## src/rtl/uboot_pkg.sv

```systemverilog
// Package with the types, codes and helper functions of the serial bootloader host.
`default_nettype none
package uboot_pkg;

  localparam int MaxResults = 5;
  localparam int ResCntW = $clog2(MaxResults + 1);
  localparam int ResIdxW = $clog2(MaxResults);
  localparam logic [15:0] AckTimeoutReset = 16'd500;
  localparam logic [7:0] AckOk = 8'h79;
  localparam logic [7:0] EraseAll = 8'hFF;
  localparam logic [7:0] ZeroByte = 8'h00;

  typedef enum logic [3:0] {
    PH_IDLE,
    PH_ACK_CMD,
    PH_ACK_ADDR,
    PH_ACK_LEN,
    PH_ACK_FINAL,
    PH_ACK_ERASE,
    PH_RX_COUNT,
    PH_RX_VERSION,
    PH_RX_BLOCK,
    PH_PAYLOAD
  } phase_e;

  typedef enum logic [1:0] {
    MODE_CMD,
    MODE_RX,
    MODE_TICK,
    MODE_PAYLOAD
  } mode_e;

  typedef enum logic [2:0] {
    CMD_SYNC,
    CMD_GET_CMDS,
    CMD_GET_ID,
    CMD_READ,
    CMD_WRITE,
    CMD_ERASE,
    CMD_EXT_ERASE,
    CMD_GO
  } cmd_e;

  typedef enum logic [1:0] {
    ST_OK,
    ST_NACK,
    ST_TIMEOUT
  } status_e;

  typedef struct packed {
    logic       tx_valid;
    logic [7:0] tx_byte;
    logic       data_valid;
    logic [7:0] data_byte;
    logic       need_payload;
    logic       done_res;
    status_e    status;
  } result_t;

  typedef struct packed {
    phase_e      phase;
    cmd_e        cmd;
    logic [31:0] addr;
    logic [7:0]  len;
    logic [8:0]  cnt;
    logic [7:0]  xsum;
    logic [15:0] ticks;
  } state_t;

  typedef struct packed {
    mode_e       mode;
    cmd_e        command;
    logic [31:0] address;
    logic [7:0]  length;
    logic [7:0]  rx_byte;
    logic [7:0]  payload_byte;
  } item_t;

  function automatic logic [7:0] cmd_code(cmd_e cmd);
    logic [7:0] code;
    case (cmd)
      CMD_SYNC:      code = 8'h7F;
      CMD_GET_CMDS:  code = 8'h00;
      CMD_GET_ID:    code = 8'h02;
      CMD_READ:      code = 8'h11;
      CMD_WRITE:     code = 8'h31;
      CMD_ERASE:     code = 8'h43;
      CMD_EXT_ERASE: code = 8'h44;
      CMD_GO:        code = 8'h21;
      default:       code = 8'h7F;
    endcase
    return code;
  endfunction

  function automatic result_t mk_tx(logic [7:0] b, logic need);
    result_t r;
    r = '0;
    r.tx_valid = 1'b1;
    r.tx_byte = b;
    r.need_payload = need;
    return r;
  endfunction

  function automatic result_t mk_data(logic [7:0] b, logic done);
    result_t r;
    r = '0;
    r.data_valid = 1'b1;
    r.data_byte = b;
    r.done_res = done;
    return r;
  endfunction

  function automatic result_t mk_done(status_e st);
    result_t r;
    r = '0;
    r.done_res = 1'b1;
    r.status = st;
    return r;
  endfunction

endpackage
`default_nettype wire

```

## src/rtl/uboot_step.sv

```systemverilog
// Protocol step logic: next state and result items for one input item.
`default_nettype none
module uboot_step (
  input  uboot_pkg::state_t                      state_i,
  input  uboot_pkg::item_t                       item_i,
  input  logic [15:0]                            timeout_i,
  output uboot_pkg::state_t                      next_state_o,
  output uboot_pkg::result_t                     res_o [uboot_pkg::MaxResults],
  output logic [uboot_pkg::ResCntW-1:0]          res_cnt_o
);

  logic        timed;
  logic        ack_wait;
  logic        is_ack;
  logic [15:0] ticks_inc;
  logic        tick_expired;
  logic [8:0]  cnt_dec;
  logic [7:0]  a3, a2, a1, a0;

  assign timed = (state_i.phase == uboot_pkg::PH_ACK_CMD) ||
                 (state_i.phase == uboot_pkg::PH_ACK_ADDR) ||
                 (state_i.phase == uboot_pkg::PH_ACK_LEN) ||
                 (state_i.phase == uboot_pkg::PH_ACK_FINAL);
  assign ack_wait = timed || (state_i.phase == uboot_pkg::PH_ACK_ERASE);
  assign is_ack = (item_i.rx_byte == uboot_pkg::AckOk);
  assign ticks_inc = state_i.ticks + 16'd1;
  assign tick_expired = (ticks_inc >= timeout_i);
  assign cnt_dec = (state_i.cnt != 9'd0) ? (state_i.cnt - 9'd1) : 9'd0;
  assign a3 = state_i.addr[31:24];
  assign a2 = state_i.addr[23:16];
  assign a1 = state_i.addr[15:8];
  assign a0 = state_i.addr[7:0];

  always_comb begin
    next_state_o = state_i;
    case (item_i.mode)
      uboot_pkg::MODE_CMD: begin
        if (state_i.phase == uboot_pkg::PH_IDLE) begin
          next_state_o.cmd = item_i.command;
          next_state_o.addr = item_i.address;
          next_state_o.len = item_i.length;
          next_state_o.ticks = '0;
          next_state_o.phase = (item_i.command == uboot_pkg::CMD_SYNC) ?
                               uboot_pkg::PH_ACK_FINAL : uboot_pkg::PH_ACK_CMD;
        end
      end
      uboot_pkg::MODE_RX: begin
        if (ack_wait) begin
          next_state_o.ticks = '0;
          if (!is_ack) begin
            next_state_o.phase = uboot_pkg::PH_IDLE;
          end else begin
            case (state_i.phase)
              uboot_pkg::PH_ACK_CMD: begin
                case (state_i.cmd)
                  uboot_pkg::CMD_GET_CMDS, uboot_pkg::CMD_GET_ID:
                    next_state_o.phase = uboot_pkg::PH_RX_COUNT;
                  uboot_pkg::CMD_READ, uboot_pkg::CMD_WRITE, uboot_pkg::CMD_GO:
                    next_state_o.phase = uboot_pkg::PH_ACK_ADDR;
                  uboot_pkg::CMD_ERASE, uboot_pkg::CMD_EXT_ERASE:
                    next_state_o.phase = uboot_pkg::PH_ACK_ERASE;
                  default:
                    next_state_o.phase = uboot_pkg::PH_IDLE;
                endcase
              end
              uboot_pkg::PH_ACK_ADDR: begin
                if (state_i.cmd == uboot_pkg::CMD_READ) begin
                  next_state_o.phase = uboot_pkg::PH_ACK_LEN;
                end else if (state_i.cmd == uboot_pkg::CMD_WRITE) begin
                  next_state_o.xsum = state_i.len;
                  next_state_o.cnt = {1'b0, state_i.len} + 9'd1;
                  next_state_o.phase = uboot_pkg::PH_PAYLOAD;
                end else begin
                  next_state_o.phase = uboot_pkg::PH_IDLE;
                end
              end
              uboot_pkg::PH_ACK_LEN: begin
                next_state_o.cnt = {1'b0, state_i.len} + 9'd1;
                next_state_o.phase = uboot_pkg::PH_RX_BLOCK;
              end
              default: next_state_o.phase = uboot_pkg::PH_IDLE;
            endcase
          end
        end else if (state_i.phase == uboot_pkg::PH_RX_COUNT) begin
          if (state_i.cmd == uboot_pkg::CMD_GET_CMDS) begin
            next_state_o.cnt = {1'b0, item_i.rx_byte};
            next_state_o.phase = uboot_pkg::PH_RX_VERSION;
          end else begin
            next_state_o.cnt = {1'b0, item_i.rx_byte} + 9'd1;
            next_state_o.phase = uboot_pkg::PH_RX_BLOCK;
          end
        end else if (state_i.phase == uboot_pkg::PH_RX_VERSION) begin
          if (state_i.cnt == 9'd0) begin
            next_state_o.ticks = '0;
            next_state_o.phase = uboot_pkg::PH_ACK_FINAL;
          end else begin
            next_state_o.phase = uboot_pkg::PH_RX_BLOCK;
          end
        end else if (state_i.phase == uboot_pkg::PH_RX_BLOCK) begin
          next_state_o.cnt = cnt_dec;
          if (cnt_dec == 9'd0) begin
            if (state_i.cmd == uboot_pkg::CMD_READ) begin
              next_state_o.phase = uboot_pkg::PH_IDLE;
            end else begin
              next_state_o.ticks = '0;
              next_state_o.phase = uboot_pkg::PH_ACK_FINAL;
            end
          end
        end
      end
      uboot_pkg::MODE_TICK: begin
        if (timed) begin
          next_state_o.ticks = ticks_inc;
          if (tick_expired) begin
            next_state_o.phase = uboot_pkg::PH_IDLE;
          end
        end
      end
      uboot_pkg::MODE_PAYLOAD: begin
        if (state_i.phase == uboot_pkg::PH_PAYLOAD) begin
          next_state_o.xsum = state_i.xsum ^ item_i.payload_byte;
          next_state_o.cnt = cnt_dec;
          if (cnt_dec == 9'd0) begin
            next_state_o.ticks = '0;
            next_state_o.phase = uboot_pkg::PH_ACK_FINAL;
          end
        end
      end
      default: next_state_o = state_i;
    endcase
  end

  always_comb begin
    for (int i = 0; i < uboot_pkg::MaxResults; i++) begin
      res_o[i] = '0;
    end
    res_cnt_o = '0;
    case (item_i.mode)
      uboot_pkg::MODE_CMD: begin
        if (state_i.phase == uboot_pkg::PH_IDLE) begin
          res_o[0] = uboot_pkg::mk_tx(uboot_pkg::cmd_code(item_i.command), 1'b0);
          if (item_i.command == uboot_pkg::CMD_SYNC) begin
            res_cnt_o = uboot_pkg::ResCntW'(1);
          end else begin
            res_o[1] = uboot_pkg::mk_tx(~uboot_pkg::cmd_code(item_i.command), 1'b0);
            res_cnt_o = uboot_pkg::ResCntW'(2);
          end
        end
      end
      uboot_pkg::MODE_RX: begin
        if (ack_wait) begin
          if (!is_ack) begin
            res_o[0] = uboot_pkg::mk_done(uboot_pkg::ST_NACK);
            res_cnt_o = uboot_pkg::ResCntW'(1);
          end else begin
            case (state_i.phase)
              uboot_pkg::PH_ACK_CMD: begin
                case (state_i.cmd)
                  uboot_pkg::CMD_GET_CMDS, uboot_pkg::CMD_GET_ID: begin
                    res_cnt_o = '0;
                  end
                  uboot_pkg::CMD_READ, uboot_pkg::CMD_WRITE, uboot_pkg::CMD_GO: begin
                    res_o[0] = uboot_pkg::mk_tx(a3, 1'b0);
                    res_o[1] = uboot_pkg::mk_tx(a2, 1'b0);
                    res_o[2] = uboot_pkg::mk_tx(a1, 1'b0);
                    res_o[3] = uboot_pkg::mk_tx(a0, 1'b0);
                    res_o[4] = uboot_pkg::mk_tx(a3 ^ a2 ^ a1 ^ a0, 1'b0);
                    res_cnt_o = uboot_pkg::ResCntW'(5);
                  end
                  uboot_pkg::CMD_ERASE: begin
                    res_o[0] = uboot_pkg::mk_tx(uboot_pkg::EraseAll, 1'b0);
                    res_o[1] = uboot_pkg::mk_tx(uboot_pkg::ZeroByte, 1'b0);
                    res_cnt_o = uboot_pkg::ResCntW'(2);
                  end
                  uboot_pkg::CMD_EXT_ERASE: begin
                    res_o[0] = uboot_pkg::mk_tx(uboot_pkg::EraseAll, 1'b0);
                    res_o[1] = uboot_pkg::mk_tx(uboot_pkg::EraseAll, 1'b0);
                    res_o[2] = uboot_pkg::mk_tx(uboot_pkg::ZeroByte, 1'b0);
                    res_cnt_o = uboot_pkg::ResCntW'(3);
                  end
                  default: begin
                    res_o[0] = uboot_pkg::mk_done(uboot_pkg::ST_OK);
                    res_cnt_o = uboot_pkg::ResCntW'(1);
                  end
                endcase
              end
              uboot_pkg::PH_ACK_ADDR: begin
                if (state_i.cmd == uboot_pkg::CMD_READ) begin
                  res_o[0] = uboot_pkg::mk_tx(state_i.len, 1'b0);
                  res_o[1] = uboot_pkg::mk_tx(~state_i.len, 1'b0);
                  res_cnt_o = uboot_pkg::ResCntW'(2);
                end else if (state_i.cmd == uboot_pkg::CMD_WRITE) begin
                  res_o[0] = uboot_pkg::mk_tx(state_i.len, 1'b1);
                  res_cnt_o = uboot_pkg::ResCntW'(1);
                end else begin
                  res_o[0] = uboot_pkg::mk_done(uboot_pkg::ST_OK);
                  res_cnt_o = uboot_pkg::ResCntW'(1);
                end
              end
              uboot_pkg::PH_ACK_LEN: begin
                res_cnt_o = '0;
              end
              default: begin
                res_o[0] = uboot_pkg::mk_done(uboot_pkg::ST_OK);
                res_cnt_o = uboot_pkg::ResCntW'(1);
              end
            endcase
          end
        end else if ((state_i.phase == uboot_pkg::PH_RX_COUNT) ||
                     (state_i.phase == uboot_pkg::PH_RX_VERSION)) begin
          res_o[0] = uboot_pkg::mk_data(item_i.rx_byte, 1'b0);
          res_cnt_o = uboot_pkg::ResCntW'(1);
        end else if (state_i.phase == uboot_pkg::PH_RX_BLOCK) begin
          res_o[0] = uboot_pkg::mk_data(item_i.rx_byte,
                                        (cnt_dec == 9'd0) &&
                                        (state_i.cmd == uboot_pkg::CMD_READ));
          res_cnt_o = uboot_pkg::ResCntW'(1);
        end
      end
      uboot_pkg::MODE_TICK: begin
        if (timed && tick_expired) begin
          res_o[0] = uboot_pkg::mk_done(uboot_pkg::ST_TIMEOUT);
          res_cnt_o = uboot_pkg::ResCntW'(1);
        end
      end
      uboot_pkg::MODE_PAYLOAD: begin
        if (state_i.phase == uboot_pkg::PH_PAYLOAD) begin
          if (cnt_dec != 9'd0) begin
            res_o[0] = uboot_pkg::mk_tx(item_i.payload_byte, 1'b1);
            res_cnt_o = uboot_pkg::ResCntW'(1);
          end else begin
            res_o[0] = uboot_pkg::mk_tx(item_i.payload_byte, 1'b0);
            res_o[1] = uboot_pkg::mk_tx(state_i.xsum ^ item_i.payload_byte, 1'b0);
            res_cnt_o = uboot_pkg::ResCntW'(2);
          end
        end
      end
      default: res_cnt_o = '0;
    endcase
  end

endmodule
`default_nettype wire

```

## src/rtl/uart_bootloader_host_core.sv

```systemverilog
// Top level of the serial bootloader host: input register, protocol state and result buffer.
`default_nettype none
// An input item (command request, received byte, millisecond tick or write payload byte)
// is taken into an input register and processed once the result buffer is empty or
// hands over its final result item in that same cycle. The results of one input item
// (none to five) are held in that buffer and leave at one per cycle while the output is
// not stalled; the first result item can be taken once the input register has passed
// its input item into the result buffer. Items that make one result item or none flow
// at one per cycle while the output is not stalled. The timeout register is written
// through the configuration channel, which is always ready.
module uart_bootloader_host_core (
  input  logic        clk_i,
  input  logic        rst_ni,
  input  logic        cfg_valid_i,
  output logic        cfg_ready_o,
  input  logic [15:0] cfg_data_i,
  input  logic        in_valid_i,
  output logic        in_stall_o,
  input  logic [1:0]  mode_i,
  input  logic [2:0]  command_i,
  input  logic [31:0] address_i,
  input  logic [7:0]  length_i,
  input  logic [7:0]  rx_byte_i,
  input  logic [7:0]  payload_byte_i,
  output logic        out_valid_o,
  input  logic        out_stall_i,
  output logic        tx_valid_o,
  output logic [7:0]  tx_byte_o,
  output logic        data_valid_o,
  output logic [7:0]  data_byte_o,
  output logic        need_payload_o,
  output logic        done_res_o,
  output logic [1:0]  status_o,
  output logic        last_o
);

  logic [15:0]                          timeout_q;
  logic                                 in_valid_q, in_valid_d;
  uboot_pkg::item_t                     item_q;
  uboot_pkg::state_t                    state_q, state_d;
  uboot_pkg::result_t                   blk_q [uboot_pkg::MaxResults];
  logic [uboot_pkg::ResCntW-1:0]        blk_cnt_q, blk_cnt_d;
  logic [uboot_pkg::ResIdxW-1:0]        blk_idx_q, blk_idx_d;
  uboot_pkg::result_t                   res [uboot_pkg::MaxResults];
  logic [uboot_pkg::ResCntW-1:0]        res_cnt;
  uboot_pkg::state_t                    step_state;
  uboot_pkg::result_t                   cur;
  logic                                 in_fire;
  logic                                 out_fire;
  logic                                 blk_last;
  logic                                 proc;

  uboot_step u_step (
    .state_i      (state_q),
    .item_i       (item_q),
    .timeout_i    (timeout_q),
    .next_state_o (step_state),
    .res_o        (res),
    .res_cnt_o    (res_cnt)
  );

  assign cfg_ready_o = 1'b1;

  assign out_valid_o = (blk_cnt_q != '0);
  assign out_fire = out_valid_o && !out_stall_i;
  assign blk_last = (uboot_pkg::ResCntW'(blk_idx_q) + uboot_pkg::ResCntW'(1)) == blk_cnt_q;
  assign proc = in_valid_q && (!out_valid_o || (out_fire && blk_last));
  assign in_stall_o = in_valid_q && !proc;
  assign in_fire = in_valid_i && !in_stall_o;

  assign cur = blk_q[blk_idx_q];
  assign tx_valid_o = cur.tx_valid;
  assign tx_byte_o = cur.tx_byte;
  assign data_valid_o = cur.data_valid;
  assign data_byte_o = cur.data_byte;
  assign need_payload_o = cur.need_payload;
  assign done_res_o = cur.done_res;
  assign status_o = cur.status;
  assign last_o = blk_last;

  always_comb begin
    in_valid_d = in_valid_q;
    if (in_fire) begin
      in_valid_d = 1'b1;
    end else if (proc) begin
      in_valid_d = 1'b0;
    end
  end

  always_comb begin
    state_d = state_q;
    blk_cnt_d = blk_cnt_q;
    blk_idx_d = blk_idx_q;
    if (proc) begin
      state_d = step_state;
      blk_cnt_d = res_cnt;
      blk_idx_d = '0;
    end else if (out_fire) begin
      if (blk_last) begin
        blk_cnt_d = '0;
        blk_idx_d = '0;
      end else begin
        blk_idx_d = blk_idx_q + uboot_pkg::ResIdxW'(1);
      end
    end
  end

  always_ff @(posedge clk_i or negedge rst_ni) begin
    if (!rst_ni) begin
      timeout_q <= uboot_pkg::AckTimeoutReset;
      in_valid_q <= 1'b0;
      blk_cnt_q <= '0;
      blk_idx_q <= '0;
      state_q.phase <= uboot_pkg::PH_IDLE;
      state_q.cmd <= uboot_pkg::CMD_SYNC;
      state_q.addr <= '0;
      state_q.len <= '0;
      state_q.cnt <= '0;
      state_q.xsum <= '0;
      state_q.ticks <= '0;
    end else begin
      if (cfg_valid_i && cfg_ready_o) begin
        timeout_q <= cfg_data_i;
      end
      in_valid_q <= in_valid_d;
      blk_cnt_q <= blk_cnt_d;
      blk_idx_q <= blk_idx_d;
      state_q <= state_d;
    end
  end

  always_ff @(posedge clk_i) begin
    if (in_fire) begin
      item_q.mode <= uboot_pkg::mode_e'(mode_i);
      item_q.command <= uboot_pkg::cmd_e'(command_i);
      item_q.address <= address_i;
      item_q.length <= length_i;
      item_q.rx_byte <= rx_byte_i;
      item_q.payload_byte <= payload_byte_i;
    end
    if (proc) begin
      for (int i = 0; i < uboot_pkg::MaxResults; i++) begin
        blk_q[i] <= res[i];
      end
    end
  end

`ifndef ASSERT_OFF
  a_idx_in_range: assert property (@(posedge clk_i) disable iff (!rst_ni)
    out_valid_o |-> (uboot_pkg::ResCntW'(blk_idx_q) < blk_cnt_q))
    else $error("result index beyond result count");

  a_done_is_last: assert property (@(posedge clk_i) disable iff (!rst_ni)
    (out_valid_o && done_res_o) |-> last_o)
    else $error("finished item is not the final result of its input item");

  a_one_kind: assert property (@(posedge clk_i) disable iff (!rst_ni)
    out_valid_o |-> !(tx_valid_o && data_valid_o))
    else $error("result carries both a transmit byte and a data byte");

  a_stall_held: assert property (@(posedge clk_i) disable iff (!rst_ni)
    in_stall_o |-> (in_valid_q && out_valid_o))
    else $error("input stalled with no item waiting");
`endif

endmodule
`default_nettype wire

```

## config.mk

```make
export PLATFORM = sky130hd
export DESIGN_NAME = uart_bootloader_host_core
export DESIGN_NICKNAME = d
export VERILOG_FILES = /design/src/rtl/uboot_pkg.sv /design/src/rtl/uboot_step.sv /design/src/rtl/uart_bootloader_host_core.sv
export SDC_FILE = /design/constraint.sdc
export NUM_CORES = 1
export LEC_CHECK = 0
export BUFFER_PORTS_ARGS = -buffer_cell sky130_fd_sc_hd__buf_2
export CAP_MARGIN = 10
export CELL_PAD_IN_SITES_DETAIL_PLACEMENT = 1
export CELL_PAD_IN_SITES_GLOBAL_PLACEMENT = 1
export CORE_MARGIN = 5
export CORE_UTILIZATION = 30
export CTS_BUF_LIST = sky130_fd_sc_hd__clkbuf_16
export CTS_CLUSTER_DIAMETER = 150
export DETAILED_ROUTE_END_ITERATION = 16
export PLACE_DENSITY_LB_ADDON = 0.1
export SLEW_MARGIN = 20
export SYNTH_ARGS = -nofsm -noshare
export SYNTH_HDL_FRONTEND = slang
export SYNTH_SLANG_ARGS = --single-unit
```

## constraint.sdc

```tcl
create_clock -name clk_i -period 3.3 [get_ports clk_i]
set_input_delay 0.495 -clock clk_i [delete_from_list [all_inputs] [get_ports clk_i]]
set_output_delay 0.495 -clock clk_i [all_outputs]
set_load 0.02 [all_outputs]
```

==> summary.txt <==
Status: completed
Nets: 1222
WS Path Type: reg -> reg
CP Launch Type: flop
Antenna diode count: 0
Overflow after GRT: 0
Cell count after synthesis: 974
Top_reg_cell synth: edfxtp_1
Slowest cell on crit path: dfrtp_1
DIE HEIGHT: 204 um
Synthesized flop and latch total: 228
Num CTS Buffers: 27
Routed len/inst: 20.0 um
Max-cap violation count: 0
Top cells by area, synth: edfxtp_1 31%, dfrtp_1 22%, mux2_1 5.2%
I/O pin cnt: 108
Leading cell type in the layout, fill and taps excluded: edfxtp_1
PortBufs: 106
Buf/Inv on CP: 2
# rows: 71
Cts hold-fix bufs: 0
RD Place Congestion: 0.794
Most frequent cells in the layout: 118 x edfxtp_1, 105 x buf_2, 97 x dfrtp_1
Drt via density: 4.93
CP max stage delay: 0.37 ns
Req. time, crit path: 3.72 ns
Initial antenna violation count: 2
Vias: 8115
Area growth, synth to finish: 21.0%
Least-Margin Pin Slew: 0.795 ns
Core area: 0.0374 mm^2
Setup slack after layout: 0.179 ns
Synthesized net count: 1082
HP Class: in -> async
Count of pins over their slew limit: 0
First-pass GRT wire length: 51800 um
Remaining design rule violation count: 0
Post-route antenna net violation count: 0
Critical path's top delay family: simple AND/OR/NAND/NOR gates
Pre-Repair DR Iteration Count: 4
Dpl ws: -0.145 ns
Setup_tns: 0 ns
Tmin final: 3.12 ns
Synth area leader: edfxtp_1
Clk_lat worst skew: 0.55 ns
Setup crit end kind: flop
Setup violators final: 0
Post-Place Cells: 1594
CTS tree: built
Final WL: 32900 um
DRT iter0 DRCs: 411
Clk buf depth: 3
Worst-path clk slew: 0.06 ns
Pin count of the biggest net entering global routing: 104
Final clock skew: 0.0153 ns
Max frequency: 320 MHz
GRT Overall Usage: 0.158
Maximum vdd drop: 0.304 mV
Root buf cell: clkbuf_16
EDFF count, synth: 118
Synthesized area: 0.0113 mm^2
Starting Density: 0.302
Fin crit share: 0.946
Average size of a mapped cell: 11.6 um^2
Crit-path cells: and3_1, and3_4, and3_4, and3_1, xnor2_2, ha_1, buf_4, a21oi_1, nand2_1, a221oi_2, nand3_1, o22ai_2, a211oi_2, buf_4, mux2_1
Sequential fraction of the synthesis area: 0.556
Final hold viol count: 0
Share of layout cells above drive strength 1: 0.218
Die X: 204 um
Synthesis Warnings: 0
CP Data Arrival Time: 3.54 ns
CTS H-tree depth: 1
PwrDens: 911 mW/mm^2
Max-Slew Margin vs Limit: 0.468
Clock Sinks: 228
Final cell count without fillers: 1646
Die area: 0.0416 mm^2
Synth async-reset ratio: 0.452
Worst-path fanout max: 4
Yosys top cell area share: 0.314
HPWL after detailed placement: 23500 um
Yosys cell types: 69
Vias in the first global route: 8532
P_leak: 5.58 nW
[cells in the mapped netlist (3+ instances only)]
master,n
nor3_1,19
mux2_2,12
clkbuf_1,41
and2_1,26
ha_1,26
o211ai_1,3
nor4b_1,5
mux4_2,8
o31ai_1,12
o21ai_0,62
xor2_1,11
dfrtp_1,97
edfxtp_1,118
nand2_1,68
nand2b_1,19
mux2_1,52
o221ai_1,10
a22o_1,11
and3_1,26
a22oi_1,9
dfstp_2,6
inv_1,37
a21oi_1,51
nor4_1,3
xnor2_1,55
o21ai_1,15
nand4_1,8
mux2i_1,6
nand3b_1,4
a211oi_1,4
a221oi_1,9
or3_1,5
o22a_1,7
o22ai_1,3
nor2_1,49
nand3_1,27
a21o_1,3
dfxtp_1,7
nor2b_1,3
[through the flow]
step	util	instance area, um^2	total power, mW	hold WS (ns)
final	0.365	13700	12.4	0.00550
after global routing	0.365	13700	13.3	0.0536
after CTS	0.363	13600	12.6	0.0535
after detailed placement	0.339	12700	9.51	0.444
after global placement	0.339	12700	9.47	0.437
after floorplan	-	11300	7.76	0.199
[power breakdown]
group / total (mW) / switching, mW / internal, mW
Clock: 3.03 / 1.23 / 1.80
Combinational: 4.50 / 2.65 / 1.85
Sequential: 4.91 / 0.798 / 4.11
[cell families (layout without fill, tap and decap cells)]
| logic type | after synthesis | in the layout | synth area share |
|---|---|---|---|
| adder cells (fa/ha/maj) | 26 | 26 | 0.0288 |
| buffers and inverters | 85 | 246 | 0.0294 |
| AND/OR/NAND/NOR | 274 | 274 | 0.126 |
| flip-flops | 228 | 228 | 0.556 |
| XOR/XNOR | 67 | 67 | 0.0533 |
| other | 1 | 1 | 0.000332 |
| AO/OA/AOI/OAI | 215 | 215 | 0.121 |
| multiplexers | 78 | 78 | 0.0852 |
[worst register-to-register path: cells and delay by family, from the launching register on]
family	cells	cell delay (ns)
mux	1	0.31
buf+inv	2	0.30
xor+xnor	1	0.14
fa+ha+maj	1	0.29
flops	1	0.37
simple gates	6	0.97
compound gates	4	0.62
[flip-flops by register name, summed over array words and instances (netlist names), named ones only]
name,count
blk_q,57
blk_cnt_q,3
timeout_q,16
blk_idx_q,3
in_valid_q,1
state_q,80
item_q,61
[final cells by class]
class / instances / area, um^2
Clock buffer: 27 / 676
Clock inverter: 23 / 221
Fill cell: 4079 / 23700
Inverter: 39 / 153
Multi-Input combinational cell: 661 / 4760
Sequential cell: 228 / 6270
Tap cell: 511 / 639
Timing Repair Buffer: 157 / 941
[path summary, 6_finish.rpt]
check	end	slack (ns)	depth (start not counted)	startpoint
hold / removal	timeout_q[0]	0.005	2	rst_ni
setup / recovery	state_q[76]	0.18	15	state_q[2]
min in group clk_i	item_q[31]	0.13	1	address_i[7]
hold reg to reg	state_q[49]	0.45	1	item_q[32]
max in group asynchronous	state_q[57]	2.74	2	rst_ni
setup reg to reg	state_q[76]	0.18	15	state_q[2]
[routing by layer]
metal	routed length (um)	share of wire	GRT usage	up-vias
li1	-	-	-	3869
met1	16200	0.49	0.233	4077
met2	14800	0.45	0.250	124
met3	1150	0.035	0.0208	43
met4	718	0.022	0.0342	2
met5	7	0.00021	0	-
[repair_timing]
action,4_1_cts,5_1_grt
pin swaps,0,5
setup buffers,0,2
cloned,0,0
gates resized for setup,1,13
setup endpoints to repair,4,21
No activity file was read; power rests on OpenSTA's default activity.
